**src/hdl/kped_pkg.sv**
```systemverilog
// Package for the key press event detector.
// Holds flag positions, phase codes, register indexes and shared types.
// No dependencies.
package kped_pkg;

	localparam int NUM_KEYS_DEF = 4;
	// keys with a level input; keys at or above this read as released
	localparam int LEVEL_KEYS   = 4;
	localparam int FLAG_W       = 7;
	localparam int TIME_W       = 16;
	localparam int STAMP_W      = 32;
	localparam int FOUND_W      = 3;
	localparam int CFG_IDX_W    = 3;
	localparam int CFG_DATA_W   = 16;

	localparam int FLAG_HOLD_BIT   = 0;
	localparam int FLAG_DOWN_BIT   = 1;
	localparam int FLAG_UP_BIT     = 2;
	localparam int FLAG_SINGLE_BIT = 3;
	localparam int FLAG_DOUBLE_BIT = 4;
	localparam int FLAG_LONG_BIT   = 5;
	localparam int FLAG_REPEAT_BIT = 6;

	localparam logic [FLAG_W-1:0] FLAG_HOLD = 7'h01;

	localparam logic [TIME_W-1:0] SCAN_PERIOD_RST = 16'd20;
	localparam logic [TIME_W-1:0] LONG_PRESS_RST  = 16'd2000;
	localparam logic [TIME_W-1:0] DOUBLE_GAP_RST  = 16'd200;
	localparam logic [TIME_W-1:0] REPEAT_RST      = 16'd100;
	localparam logic [LEVEL_KEYS-1:0] ACTIVE_HIGH_RST = 4'd12;

	typedef enum logic [CFG_IDX_W-1:0] {
		REG_SCAN_PERIOD = 3'd0,
		REG_LONG_PRESS  = 3'd1,
		REG_DOUBLE_GAP  = 3'd2,
		REG_REPEAT      = 3'd3,
		REG_ACTIVE_HIGH = 3'd4
	} cfg_reg_t;

	typedef enum logic [2:0] {
		PH_IDLE    = 3'd0,
		PH_PRESSED = 3'd1,
		PH_WAIT    = 3'd2,
		PH_DOUBLE  = 3'd3,
		PH_LONG    = 3'd4
	} phase_t;

	// timing registers shared by all lanes
	typedef struct packed {
		logic [TIME_W-1:0] long_press;
		logic [TIME_W-1:0] double_gap;
		logic [TIME_W-1:0] repeat_ms;
	} lane_cfg_t;

	// per-item command broadcast to every lane
	typedef struct packed {
		logic              scan;
		logic [TIME_W-1:0] elapsed;
		logic              check;
		logic [FLAG_W-1:0] mask;
	} lane_cmd_t;

endpackage

```
**src/hdl/kped_if.sv**
```systemverilog
// Handshake channel interfaces for the key press event detector.
// Input item, result item and configuration write channels; uses kped_pkg.
interface kped_in_if import kped_pkg::*; ();
	logic               valid;
	logic               ready;
	logic               mode;
	logic [STAMP_W-1:0] now_ms;
	logic [LEVEL_KEYS-1:0] key_levels;
	logic [FLAG_W-1:0]  check_flags;

	modport source (output valid, mode, now_ms, key_levels, check_flags, input ready);
	modport sink (input valid, mode, now_ms, key_levels, check_flags, output ready);
endinterface

interface kped_out_if import kped_pkg::*; ();
	logic                  valid;
	logic                  ready;
	logic                  scan_done;
	logic [FOUND_W-1:0]    found_key;
	logic [LEVEL_KEYS-1:0] hold_mask;

	modport source (output valid, scan_done, found_key, hold_mask, input ready);
	modport sink (input valid, scan_done, found_key, hold_mask, output ready);
endinterface

interface kped_cfg_if import kped_pkg::*; ();
	logic                  valid;
	logic                  ready;
	logic [CFG_IDX_W-1:0]  index;
	logic [CFG_DATA_W-1:0] data;

	modport source (output valid, index, data, input ready);
	modport sink (input valid, index, data, output ready);
endinterface

```
**src/hdl/key_press_event_detector.sv**
```systemverilog
// Key press event detector, top level.
// Result: registered at its item transfer and valid in the following cycle.
// Throughput: one item per cycle; all key lanes update together. While a result
// waits the input stalls; the next item enters in the cycle the result is taken.
// Reset: arst_n clears key state, last scan time and output valid, and loads
// the timing registers with their defaults. Depends on kped_pkg, kped_if, lanes, merge.
module key_press_event_detector import kped_pkg::*; #(
	parameter int NUM_KEYS = NUM_KEYS_DEF
) (
	input logic        clk,
	input logic        arst_n,
	kped_cfg_if.sink   cfg,
	kped_in_if.sink    item,
	kped_out_if.source result
);

	logic [TIME_W-1:0]     scan_period_q;
	lane_cfg_t             lane_cfg_q;
	logic [LEVEL_KEYS-1:0] active_high_q;
	logic [STAMP_W-1:0]    last_scan_q;

	logic                  out_valid_q, scan_done_q;
	logic [FOUND_W-1:0]    found_q;
	logic [LEVEL_KEYS-1:0] hold_q, hold_d;

	logic                  in_ready, acc, scan_ok;
	logic [STAMP_W-1:0]    diff;
	logic [TIME_W-1:0]     elapsed;
	lane_cmd_t             cmd;
	logic [NUM_KEYS-1:0]   match, clr, hold_next;
	logic [FOUND_W-1:0]    found_key;

	// configuration
	assign cfg.ready = 1'b1;

	always_ff @(posedge clk or negedge arst_n) begin
		if (!arst_n) begin
			scan_period_q         <= SCAN_PERIOD_RST;
			lane_cfg_q.long_press <= LONG_PRESS_RST;
			lane_cfg_q.double_gap <= DOUBLE_GAP_RST;
			lane_cfg_q.repeat_ms  <= REPEAT_RST;
			active_high_q         <= ACTIVE_HIGH_RST;
		end else if (cfg.valid) begin
			case (cfg.index)
				REG_SCAN_PERIOD: scan_period_q <= cfg.data;
				REG_LONG_PRESS:  lane_cfg_q.long_press <= cfg.data;
				REG_DOUBLE_GAP:  lane_cfg_q.double_gap <= cfg.data;
				REG_REPEAT:      lane_cfg_q.repeat_ms <= cfg.data;
				REG_ACTIVE_HIGH: active_high_q <= cfg.data[LEVEL_KEYS-1:0];
				default: ;
			endcase
		end
	end

	// item decode
	assign in_ready   = !out_valid_q || result.ready;
	assign item.ready = in_ready;
	assign acc        = item.valid && in_ready;
	assign diff       = item.now_ms - last_scan_q;
	assign elapsed    = diff[TIME_W-1:0];
	assign scan_ok    = (elapsed != '0) && (elapsed >= scan_period_q);

	always_comb begin
		cmd.scan    = acc && !item.mode && scan_ok;
		cmd.elapsed = elapsed;
		cmd.check   = acc && item.mode;
		cmd.mask    = item.check_flags;
	end

	always_ff @(posedge clk or negedge arst_n) begin
		if (!arst_n) last_scan_q <= '0;
		else if (cmd.scan) last_scan_q <= item.now_ms;
	end

	// lanes
	for (genvar k = 0; k < NUM_KEYS; k++) begin : g_lane
		logic pressed;
		if (k < LEVEL_KEYS) begin : g_lvl
			assign pressed = (item.key_levels[k] == active_high_q[k]);
		end else begin : g_nolvl
			assign pressed = 1'b0;
		end
		kped_lane u_lane (
			.clk       (clk),
			.arst_n    (arst_n),
			.cfg       (lane_cfg_q),
			.cmd       (cmd),
			.pressed   (pressed),
			.clr       (clr[k]),
			.match     (match[k]),
			.hold_next (hold_next[k])
		);
	end

	kped_merge #(.NUM_KEYS(NUM_KEYS)) u_merge (
		.match     (match),
		.found_key (found_key),
		.clr       (clr)
	);

	always_comb begin
		hold_d = '0;
		for (int k = 0; k < NUM_KEYS && k < LEVEL_KEYS; k++) hold_d[k] = hold_next[k];
	end

	// result register
	always_ff @(posedge clk or negedge arst_n) begin
		if (!arst_n) out_valid_q <= 1'b0;
		else if (in_ready) out_valid_q <= item.valid;
	end

	always_ff @(posedge clk) begin
		if (acc) begin
			scan_done_q <= cmd.scan;
			found_q     <= item.mode ? found_key : '0;
			hold_q      <= hold_d;
		end
	end

	assign result.valid     = out_valid_q;
	assign result.scan_done = scan_done_q;
	assign result.found_key = found_q;
	assign result.hold_mask = hold_q;

	// checks
	a_result_follows: assert property (@(posedge clk) disable iff (!arst_n)
		acc |=> result.valid) else $error("transfer without result");

	a_found_range: assert property (@(posedge clk) disable iff (!arst_n)
		result.valid |-> result.found_key <= FOUND_W'(LEVEL_KEYS))
		else $error("found_key out of range");

	a_check_no_scan: assert property (@(posedge clk) disable iff (!arst_n)
		(result.valid && result.found_key != '0) |-> !result.scan_done)
		else $error("check result marked as scan");

	a_filter_keeps_time: assert property (@(posedge clk) disable iff (!arst_n)
		(acc && !item.mode && !scan_ok) |=> $stable(last_scan_q))
		else $error("filtered scan moved last scan time");

endmodule

```
**src/hdl/kped_lane.sv**
```systemverilog
// One key lane: level, phase, countdown timer and event flags of a single key.
// Scans update it; clr clears masked flags on non-hold checks; uses kped_pkg.
module kped_lane import kped_pkg::*; (
	input  logic      clk,
	input  logic      arst_n,
	input  lane_cfg_t cfg,
	input  lane_cmd_t cmd,
	input  logic      pressed,
	input  logic      clr,
	output logic      match,
	output logic      hold_next
);

	logic              level_q;
	phase_t            phase_q, phase_d;
	logic [TIME_W-1:0] timer_q, timer_d, timer_dec;
	logic [FLAG_W-1:0] flags_q, flags_d, f;

	assign match = |(flags_q & cmd.mask);

	always_comb begin
		timer_dec = (timer_q >= cmd.elapsed) ? timer_q - cmd.elapsed : '0;
		f = flags_q;
		f[FLAG_HOLD_BIT] = pressed;
		if (!level_q && pressed) f[FLAG_DOWN_BIT] = 1'b1;
		if (level_q && !pressed) f[FLAG_UP_BIT] = 1'b1;
		phase_d = phase_q;
		timer_d = timer_dec;
		case (phase_q)
			PH_IDLE: begin
				if (pressed) begin
					timer_d = cfg.long_press;
					phase_d = PH_PRESSED;
				end
			end
			PH_PRESSED: begin
				if (!pressed) begin
					timer_d = cfg.double_gap;
					phase_d = PH_WAIT;
				end else if (timer_dec == '0) begin
					timer_d = cfg.repeat_ms;
					f[FLAG_LONG_BIT] = 1'b1;
					phase_d = PH_LONG;
				end
			end
			PH_WAIT: begin
				if (pressed) begin
					f[FLAG_DOUBLE_BIT] = 1'b1;
					phase_d = PH_DOUBLE;
				end else if (timer_dec == '0) begin
					f[FLAG_SINGLE_BIT] = 1'b1;
					phase_d = PH_IDLE;
				end
			end
			PH_DOUBLE: begin
				if (!pressed) phase_d = PH_IDLE;
			end
			PH_LONG: begin
				if (!pressed) phase_d = PH_IDLE;
				else if (timer_dec == '0) begin
					timer_d = cfg.repeat_ms;
					f[FLAG_REPEAT_BIT] = 1'b1;
				end
			end
			default: ;
		endcase

		if (cmd.scan) flags_d = f;
		else if (cmd.check && clr && cmd.mask != FLAG_HOLD) flags_d = flags_q & ~cmd.mask;
		else flags_d = flags_q;
	end

	assign hold_next = flags_d[FLAG_HOLD_BIT];

	always_ff @(posedge clk or negedge arst_n) begin
		if (!arst_n) begin
			level_q <= 1'b0;
			phase_q <= PH_IDLE;
			timer_q <= '0;
			flags_q <= '0;
		end else begin
			flags_q <= flags_d;
			if (cmd.scan) begin
				level_q <= pressed;
				phase_q <= phase_d;
				timer_q <= timer_d;
			end
		end
	end

endmodule

```
**src/hdl/kped_merge.sv**
```systemverilog
// Merge stage: picks the lowest reportable key whose flags match the mask.
// Also selects which lanes clear their flags; uses kped_pkg.
module kped_merge import kped_pkg::*; #(
	parameter int NUM_KEYS = NUM_KEYS_DEF
) (
	input  logic [NUM_KEYS-1:0] match,
	output logic [FOUND_W-1:0]  found_key,
	output logic [NUM_KEYS-1:0] clr
);

	logic blocked;

	// keys without a level input never stop the search
	always_comb begin
		blocked = 1'b0;
		found_key = '0;
		clr = '0;
		for (int k = 0; k < NUM_KEYS; k++) begin
			clr[k] = match[k] && !blocked;
			if (match[k] && !blocked && k < LEVEL_KEYS) begin
				found_key = FOUND_W'(k + 1);
				blocked = 1'b1;
			end
		end
	end

endmodule

```
**src/flat_wrapper.sv**
```systemverilog
// flat-port wrapper written by rule: the top's interface ports become plain ports
module key_press_event_detector_flat import kped_pkg::*;
#(
	parameter int NUM_KEYS = NUM_KEYS_DEF
)
  (clk, arst_n, cfg_valid, cfg_index, cfg_data, cfg_ready, item_valid, item_mode, item_now_ms, item_key_levels, item_check_flags, item_ready, result_valid, result_scan_done, result_found_key, result_hold_mask, result_ready);
  kped_cfg_if cfg_i ();
  kped_in_if item_i ();
  kped_out_if result_i ();
  input logic clk;
  input logic arst_n;
  input wire logic [$bits(cfg_i.valid)-1:0] cfg_valid;
  input wire logic [$bits(cfg_i.index)-1:0] cfg_index;
  input wire logic [$bits(cfg_i.data)-1:0] cfg_data;
  output wire logic [$bits(cfg_i.ready)-1:0] cfg_ready;
  input wire logic [$bits(item_i.valid)-1:0] item_valid;
  input wire logic [$bits(item_i.mode)-1:0] item_mode;
  input wire logic [$bits(item_i.now_ms)-1:0] item_now_ms;
  input wire logic [$bits(item_i.key_levels)-1:0] item_key_levels;
  input wire logic [$bits(item_i.check_flags)-1:0] item_check_flags;
  output wire logic [$bits(item_i.ready)-1:0] item_ready;
  output wire logic [$bits(result_i.valid)-1:0] result_valid;
  output wire logic [$bits(result_i.scan_done)-1:0] result_scan_done;
  output wire logic [$bits(result_i.found_key)-1:0] result_found_key;
  output wire logic [$bits(result_i.hold_mask)-1:0] result_hold_mask;
  input wire logic [$bits(result_i.ready)-1:0] result_ready;
  assign cfg_i.valid = cfg_valid;
  assign cfg_i.index = cfg_index;
  assign cfg_i.data = cfg_data;
  assign cfg_ready = cfg_i.ready;
  assign item_i.valid = item_valid;
  assign item_i.mode = item_mode;
  assign item_i.now_ms = item_now_ms;
  assign item_i.key_levels = item_key_levels;
  assign item_i.check_flags = item_check_flags;
  assign item_ready = item_i.ready;
  assign result_valid = result_i.valid;
  assign result_scan_done = result_i.scan_done;
  assign result_found_key = result_i.found_key;
  assign result_hold_mask = result_i.hold_mask;
  assign result_i.ready = result_ready;
  key_press_event_detector #(.NUM_KEYS(NUM_KEYS)) u_core (.clk(clk), .arst_n(arst_n), .cfg(cfg_i), .item(item_i), .result(result_i));
endmodule
```
**config.mk**
```make
export PLATFORM = sky130hd
export DESIGN_NAME = key_press_event_detector_flat
export DESIGN_NICKNAME = d
export VERILOG_FILES = /design/src/hdl/kped_pkg.sv /design/src/hdl/kped_if.sv /design/src/hdl/key_press_event_detector.sv /design/src/hdl/kped_lane.sv /design/src/hdl/kped_merge.sv /design/src/flat_wrapper.sv
export SDC_FILE = /design/constraint.sdc
export NUM_CORES = 1
export LEC_CHECK = 0
export BUFFER_PORTS_ARGS = -buffer_cell sky130_fd_sc_hd__buf_2
export CAP_MARGIN = 5
export CORE_ASPECT_RATIO = 0.75
export CORE_MARGIN = 2
export CORE_UTILIZATION = 30
export CTS_CLUSTER_SIZE = 16
export DETAILED_ROUTE_END_ITERATION = 10
export PLACE_DENSITY = 0.51
export SLEW_MARGIN = 20
export SYNTH_ARGS = -nofsm -noshare
export SYNTH_HDL_FRONTEND = slang
export SYNTH_SLANG_ARGS = --single-unit
```
**constraint.sdc**
```tcl
create_clock -name clk -period 5.4 [get_ports clk]
set_input_delay 0.54 -clock clk [delete_from_list [all_inputs] [get_ports clk]]
set_output_delay 0.54 -clock clk [all_outputs]
set_load 0.01 [all_outputs]
```
==> out/qor.txt, run 1 <==
status - completed
vias in the first global route - 17.2k
CP max stage delay - 530 ps
dpl hpwl - 53.9 mm
top_reg_cell synth - dfrtp_1
CP Data Required Time - 5870 ps
CP arrival - 5690 ps
FF-to-FF End - u_core.g_lane[3].u_lane.timer_q[11]
syn nets - 2230
Crit path max-delay family - adder cells
Initial Utilization - 30.2%
Post-layout nets - 2444
Slowest-stage cell, CP - or4_4
Worst-path clk slew - 60 ps
final wirelength - 70.2 mm
die width - 278 µm
clk buf depth - 3
crit end category - flop
DRT iter0 DRCs - 2147
Port Buffers - 61
Syn Area/Cell - 8.08 µm²
Seq/Total Area, Yosys - 30.2%
flop-to-flop setup slack - 180 ps
number of clock sinks - 201
CTS tree - yes
endpoints failing hold - 0
Post-Synthesis Cell Area - 16800 µm²
Worst Tran Pin Value - 1070 ps
post-route ant nets - 0
first-pass GRT wire length - 106 mm
Slew HR - 28.5%
Die ar. - 58100 µm²
DP Area - 19500 µm²
crit path from - u_core.last_scan_q[0]
clk_skew - 26.3 ps
GRT Util Overall - 23.6%
# DRC - 0
insertion delay to the later sink of the worst-skew pair - 570 ps
worst reg2reg path depth - 22
class of the worst hold path - in2reg
final RePlAce weighted congestion - 0.959
most common cell after layout, fill and taps aside - buf_4
number of buffers created by CTS - 25
fmax - 191 MHz
via count - 18.0k
Root Driver - clkbuf_16
FFs w/ async S/R, synth - 96.0%
Die Y - 209 µm
layout cells sized above 1 - 22.4%
Hold WS - 197 ps
worst setup path endpoint - u_core.g_lane[3].u_lane.timer_q[11]
Top cell by count, worst path - buf_4
commonest non-fill, non-tap cells in the layout - 249 x buf_4, 230 x nand2_1, 182 x a21oi_1
drt pass-1 iters - 6
#FFs+latches synth - 201
crit-path max FO - 8
fin. max-slew vios - 0
Area Growth Syn to Fin - 22.5%
worst-path cell chain - ha_2 -> inv_1 -> fa_2 -> a211oi_4 -> o21ai_2 -> xor2_2 -> inv_1 -> buf_4 -> ha_2 -> or4_4 -> o221ai_4 -> inv_2 -> maj3_1 -> maj3_1 -> xnor2_1 -> nor4bb_2 -> o2111ai_1 -> a21oi_2 -> buf_4 -> buf_4 -> nand3_1 -> a41oi_1
pre-CTS setup slack - -454 ps
WP depth - 22
vias per cell - 5.89
Tcrit/Tclk final - 96.7%
Core ar. - 55700 µm²
Netlist cell types - 108
Setup-failing EPs final - 0
Worst Path Class, Setup - reg2reg
Rows - 75
RSZ-0062 raised after global routing - true
r2r startpoint - u_core.last_scan_q[0]
critical path startpoint category - flop
MaxCap Viol Count - 0
drt wl/cell - 23.0 µm
largest net degree at the start of global routing - 156
post-route cell area - 20600 µm²
post-layout minimum cycle time - 5220 ps
CP Buf/Inv Count - 6
initial antenna violation count - 1
yosys warns - 0
setup ws final - 176 ps
Top Ports - 79
Post-synth EDFFs - 8
GRT overflow - 0
H-tree levels - 1
Syn Inst Count - 2084
routing by layer:
| layer | wire length [µm] | vias to the layer above | share of wire, % | GRT usage, % |
|---|---|---|---|---|
| met5 | 10 | - | 0.014 | 0 |
| met4 | 1630 | 2 | 2.3 | 5.50 |
| met3 | 7480 | 96 | 11 | 5.81 |
| met2 | 28700 | 840 | 41 | 34.2 |
| met1 | 32400 | 8817 | 46 | 34.8 |
| li1 | - | 8206 | - | - |
through the flow:
stage	instances	setup TNS [ps]	utilization, %
6_report	3048	0	37.0
2_1_floorplan	2084	0	-
3_3_place_gp	2997	-17120	35.1
4_1_cts	3043	0	36.6
3_5_place_dp	2997	-19130	35.1
5_1_grt	3047	-130	37.0
cell type report:
cell class / instances / area (µm²)
multi-input combinational: 1661 / 11000
tap: 731 / 915
clock inverter: 14 / 181
inverter: 88 / 333
timing repair buffer: 321 / 2400
clock buffer: 31 / 668
fill: 5781 / 35100
sequential: 201 / 5090
antenna: 1 / 2.50
how the worst min path moves through the flow:
| stage | endpoint | cells past startpoint | startpoint |
|---|---|---|---|
| 6_report | u_core.result.valid | 2 | item_valid |
| 3_3_place_gp | u_core.g_lane[2].u_lane.flags_q[1] | 2 | u_core.g_lane[2].u_lane.flags_q[1] |
| 5_1_grt | u_core.result.valid | 2 | item_valid |
| 4_1_cts | u_core.result.valid | 2 | item_valid |
| 3_5_place_dp | u_core.g_lane[1].u_lane.timer_q[14] | 1 | u_core.g_lane[1].u_lane.timer_q[14] |
| 2_1_floorplan | u_core.active_high_q[0] | 0 | arst_n |
state kept, by name, summed over array words and instances (netlist names):
name	cells
u_core.result.found_key	3
u_core.result.valid	1
u_core.lane_cfg_q	48
u_core.scan_period_q	16
u_core.g_lane.u_lane.flags_q	28
u_core.g_lane.u_lane.phase_q	12
u_core.result.scan_done	1
u_core.g_lane.u_lane.level_q	4
u_core.last_scan_q	16
u_core.g_lane.u_lane.timer_q	64
u_core.result.hold_mask	4
u_core.active_high_q	4
what timing repair did:
item,4_1_cts,5_1_grt
gates resized for setup,5,39
pin swaps,3,12
hold buffers,1,0
hold endpoints to repair,28,0
setup endpoints to repair,33,94
setup buffers,0,3
cloned,0,1
synth_stat cells, types with 23 or more instances:
cell type  number  share of area, %
a211oi_1       37               1.6
a21oi_1       185               5.5
a221oi_1       23               1.2
a31oi_1        45               1.7
buf_2          25              0.74
clkbuf_1       91               2.0
dfrtp_1       177                26
ha_1           73               5.4
inv_1          85               1.9
mux2_2         55               3.7
nand2_1       230               5.1
nand3_1        62               1.8
nor2_1        159               3.5
nor3_1         43               1.3
o21ai_0       184               5.5
o22ai_1        40               1.5
xnor2_1        50               2.6
cells by family after synthesis:
| family | Yosys count | synth area share (%) |
|---|---|---|
| buffers and inverters | 222 | 5.47 |
| other | 1 | 0.0223 |
| AOI/OAI and AO/OA | 768 | 30.2 |
| adders and majority gates | 89 | 6.70 |
| DFF | 201 | 30.2 |
| and+or+nand+nor | 663 | 18.8 |
| muxes | 63 | 4.15 |
| xor gates and xnor gates | 77 | 4.49 |
Power of run 1 is left out: the tool's default activity adds up to more than one toggle a clock period on the data nets, which glitch-free logic cannot reach.
==> run 2: changes to the inputs <==
--- a/config.mk
+++ b/config.mk
@@ -13,6 +13,7 @@
 export CTS_CLUSTER_SIZE = 16
 export DETAILED_ROUTE_END_ITERATION = 10
 export PLACE_DENSITY = 0.51
+export RECOVER_POWER = 25
 export SLEW_MARGIN = 20
 export SYNTH_ARGS = -nofsm -noshare
 export SYNTH_HDL_FRONTEND = slang
==> run 2 against run 1 <==
The run now ends with capacitance limit, slew limit left. Non-clock buffer count unchanged. Maximum frequency hardly changed. Final area is 0.21% lower. Wire length up 0.13%. Core utilization fell by 0.079 points. Critical path type unchanged. Critical endpoint unchanged.
==> out/qor.txt, run 2 (synthesized netlist as in run 1, its figures left out) <==
most common cell after layout, fill and taps aside - buf_4
endpoints failing hold - 0
vias in the first global route - 17.2k
drt pass-1 iters - 8
MaxCap Viol Count - 2
crit end category - flop
fin. max-slew vios - 196
hold depth - 2
Hold WS - 193 ps
worst-path cell chain - ha_2 -> inv_1 -> fa_2 -> a211oi_4 -> o21ai_2 -> xor2_2 -> inv_1 -> buf_4 -> ha_2 -> or4_4 -> o221ai_4 -> inv_2 -> maj3_1 -> maj3_1 -> xnor2_1 -> nor4bb_2 -> o2111ai_1 -> a21oi_2 -> buf_4 -> buf_4 -> nand3_1 -> a41oi_1
DRT iter0 DRCs - 2123
Post-layout nets - 2444
GRT Util Overall - 23.6%
Slowest-stage cell, CP - or4_4
CP arrival - 5690 ps
Top Ports - 79
via count - 18.0k
commonest non-fill, non-tap cells in the layout - 246 x buf_4, 230 x nand2_1, 182 x a21oi_1
clk_skew - 23.9 ps
biggest regs - u_core.g_lane.u_lane.timer_q (64), u_core.lane_cfg_q (48), u_core.g_lane.u_lane.flags_q (28)
diode count - 0
Worst Path Class, Setup - reg2reg
CTS tree - yes
Port Buffers - 61
critical path startpoint category - flop
Root Driver - clkbuf_16
post-layout minimum cycle time - 5220 ps
RSZ-0062 raised after global routing - true
number of buffers created by CTS - 25
Core ar. - 55700 µm²
dpl hpwl - 53.9 mm
Worst Tran Pin Value - 2360 ps
drt wl/cell - 23.1 µm
number of clock sinks - 201
CP max stage delay - 530 ps
Top cell by count, worst path - buf_4
CP Data Required Time - 5870 ps
Setup-failing EPs final - 0
post-route ant nets - 0
clk buf depth - 3
failing checks - capacitance limit, slew limit
initial antenna violation count - 1
die width - 278 µm
largest net degree at the start of global routing - 156
Rows - 75
status - complete, but fails checks
worst reg2reg path depth - 22
max reg flops - 64
Area Growth Syn to Fin - 22.2%
Largest Register - u_core.g_lane.u_lane.timer_q
Die ar. - 58100 µm²
layout cells sized above 1 - 22.1%
crit-path max FO - 8
final wirelength - 70.3 mm
Die Y - 209 µm
GRT overflow - 0
insertion delay to the later sink of the worst-skew pair - 570 ps
final RePlAce weighted congestion - 0.959
fmax - 191 MHz
class of the worst hold path - in2reg
Tcrit/Tclk final - 96.7%
vias per cell - 5.91
Initial Utilization - 30.2%
H-tree levels - 1
first-pass GRT wire length - 106 mm
Worst-path clk slew - 60 ps
Slew HR - -57.6%
# DRC - 0
## run 2: cell types whose count changed in the layout (fill, tap and decap cells not counted), sizes merged
| cell | previous run | this run |
|---|---|---|
| buf | 318 | 312 |
| clkbuf | 33 | 39 |
| diode | 1 | 0 |
## run 2: stage by stage
stage / cell area (µm²) / instances / utilization (%) / TNS, ps / setup slack, ps
2_1_floorplan: 16800 / 2084 / - / 0 / 271
3_3_place_gp: 19500 / 2997 / 35.1 / -17120 / -380
3_5_place_dp: 19500 / 2997 / 35.1 / -19130 / -454
4_1_cts: 20400 / 3043 / 36.6 / 0 / 3.38
5_1_grt: 20600 / 3047 / 36.9 / -130 / -33.3
6_report: 20600 / 3047 / 36.9 / 0 / 176
## run 2: final timing paths
| check | start | endpoint | slack (ps) |
|---|---|---|---|
| setup / recovery | u_core.last_scan_q[0] | u_core.g_lane[3].u_lane.timer_q[11] | 180 |
| hold / removal | item_valid | u_core.result.valid | 190 |
| setup reg to reg | u_core.last_scan_q[0] | u_core.g_lane[3].u_lane.timer_q[11] | 180 |
| hold reg to reg | u_core.g_lane[1].u_lane.timer_q[14] | u_core.g_lane[1].u_lane.timer_q[14] | 490 |
| max in group asynchronous | arst_n | u_core.g_lane[1].u_lane.timer_q[4] | 820 |
| min in group asynchronous | arst_n | u_core.lane_cfg_q[21] | 1170 |
## run 2: worst max-delay path, delay by kind of cell, from the launching register on
| kind | cells | cell delay, ps |
|---|---|---|
| adders and majority gates | 5 | 1500 |
| AOI/OAI and AO/OA | 6 | 1210 |
| and+or+nand+nor | 3 | 920 |
| buffers and inverters | 6 | 730 |
| xor gates and xnor gates | 2 | 440 |
| DFF | 1 | 350 |
## run 2: layout make-up
cell class / count / area, µm²
Fill cell: 5787 / 35200
Tap cell: 731 / 915
Multi-Input combinational cell: 1661 / 11000
Inverter: 88 / 333
Clock inverter: 14 / 181
Timing Repair Buffer: 321 / 2360
Clock buffer: 31 / 668
Sequential cell: 201 / 5090
## run 2: timing repair
| item | 4_1_cts | 5_1_grt |
|---|---|---|
| hold endpoints to repair | 28 | 0 |
| gates cloned | 0 | 1 |
| setup buffers | 0 | 3 |
| resized for setup | 5 | 39 |
| hold buffers | 1 | 0 |
| setup endpoints to repair | 33 | 94 |
| pin swaps | 3 | 12 |
## run 2: routing by layer
layer | routed length, µm | global-route usage (%) | up-vias
li1 | - | - | 8203
met1 | 32400 | 34.8 | 8867
met2 | 28700 | 34.2 | 826
met3 | 7440 | 5.81 | 113
met4 | 1760 | 5.50 | 2
met5 | 10 | 0 | -
Power of run 2 is left out for the same reason.
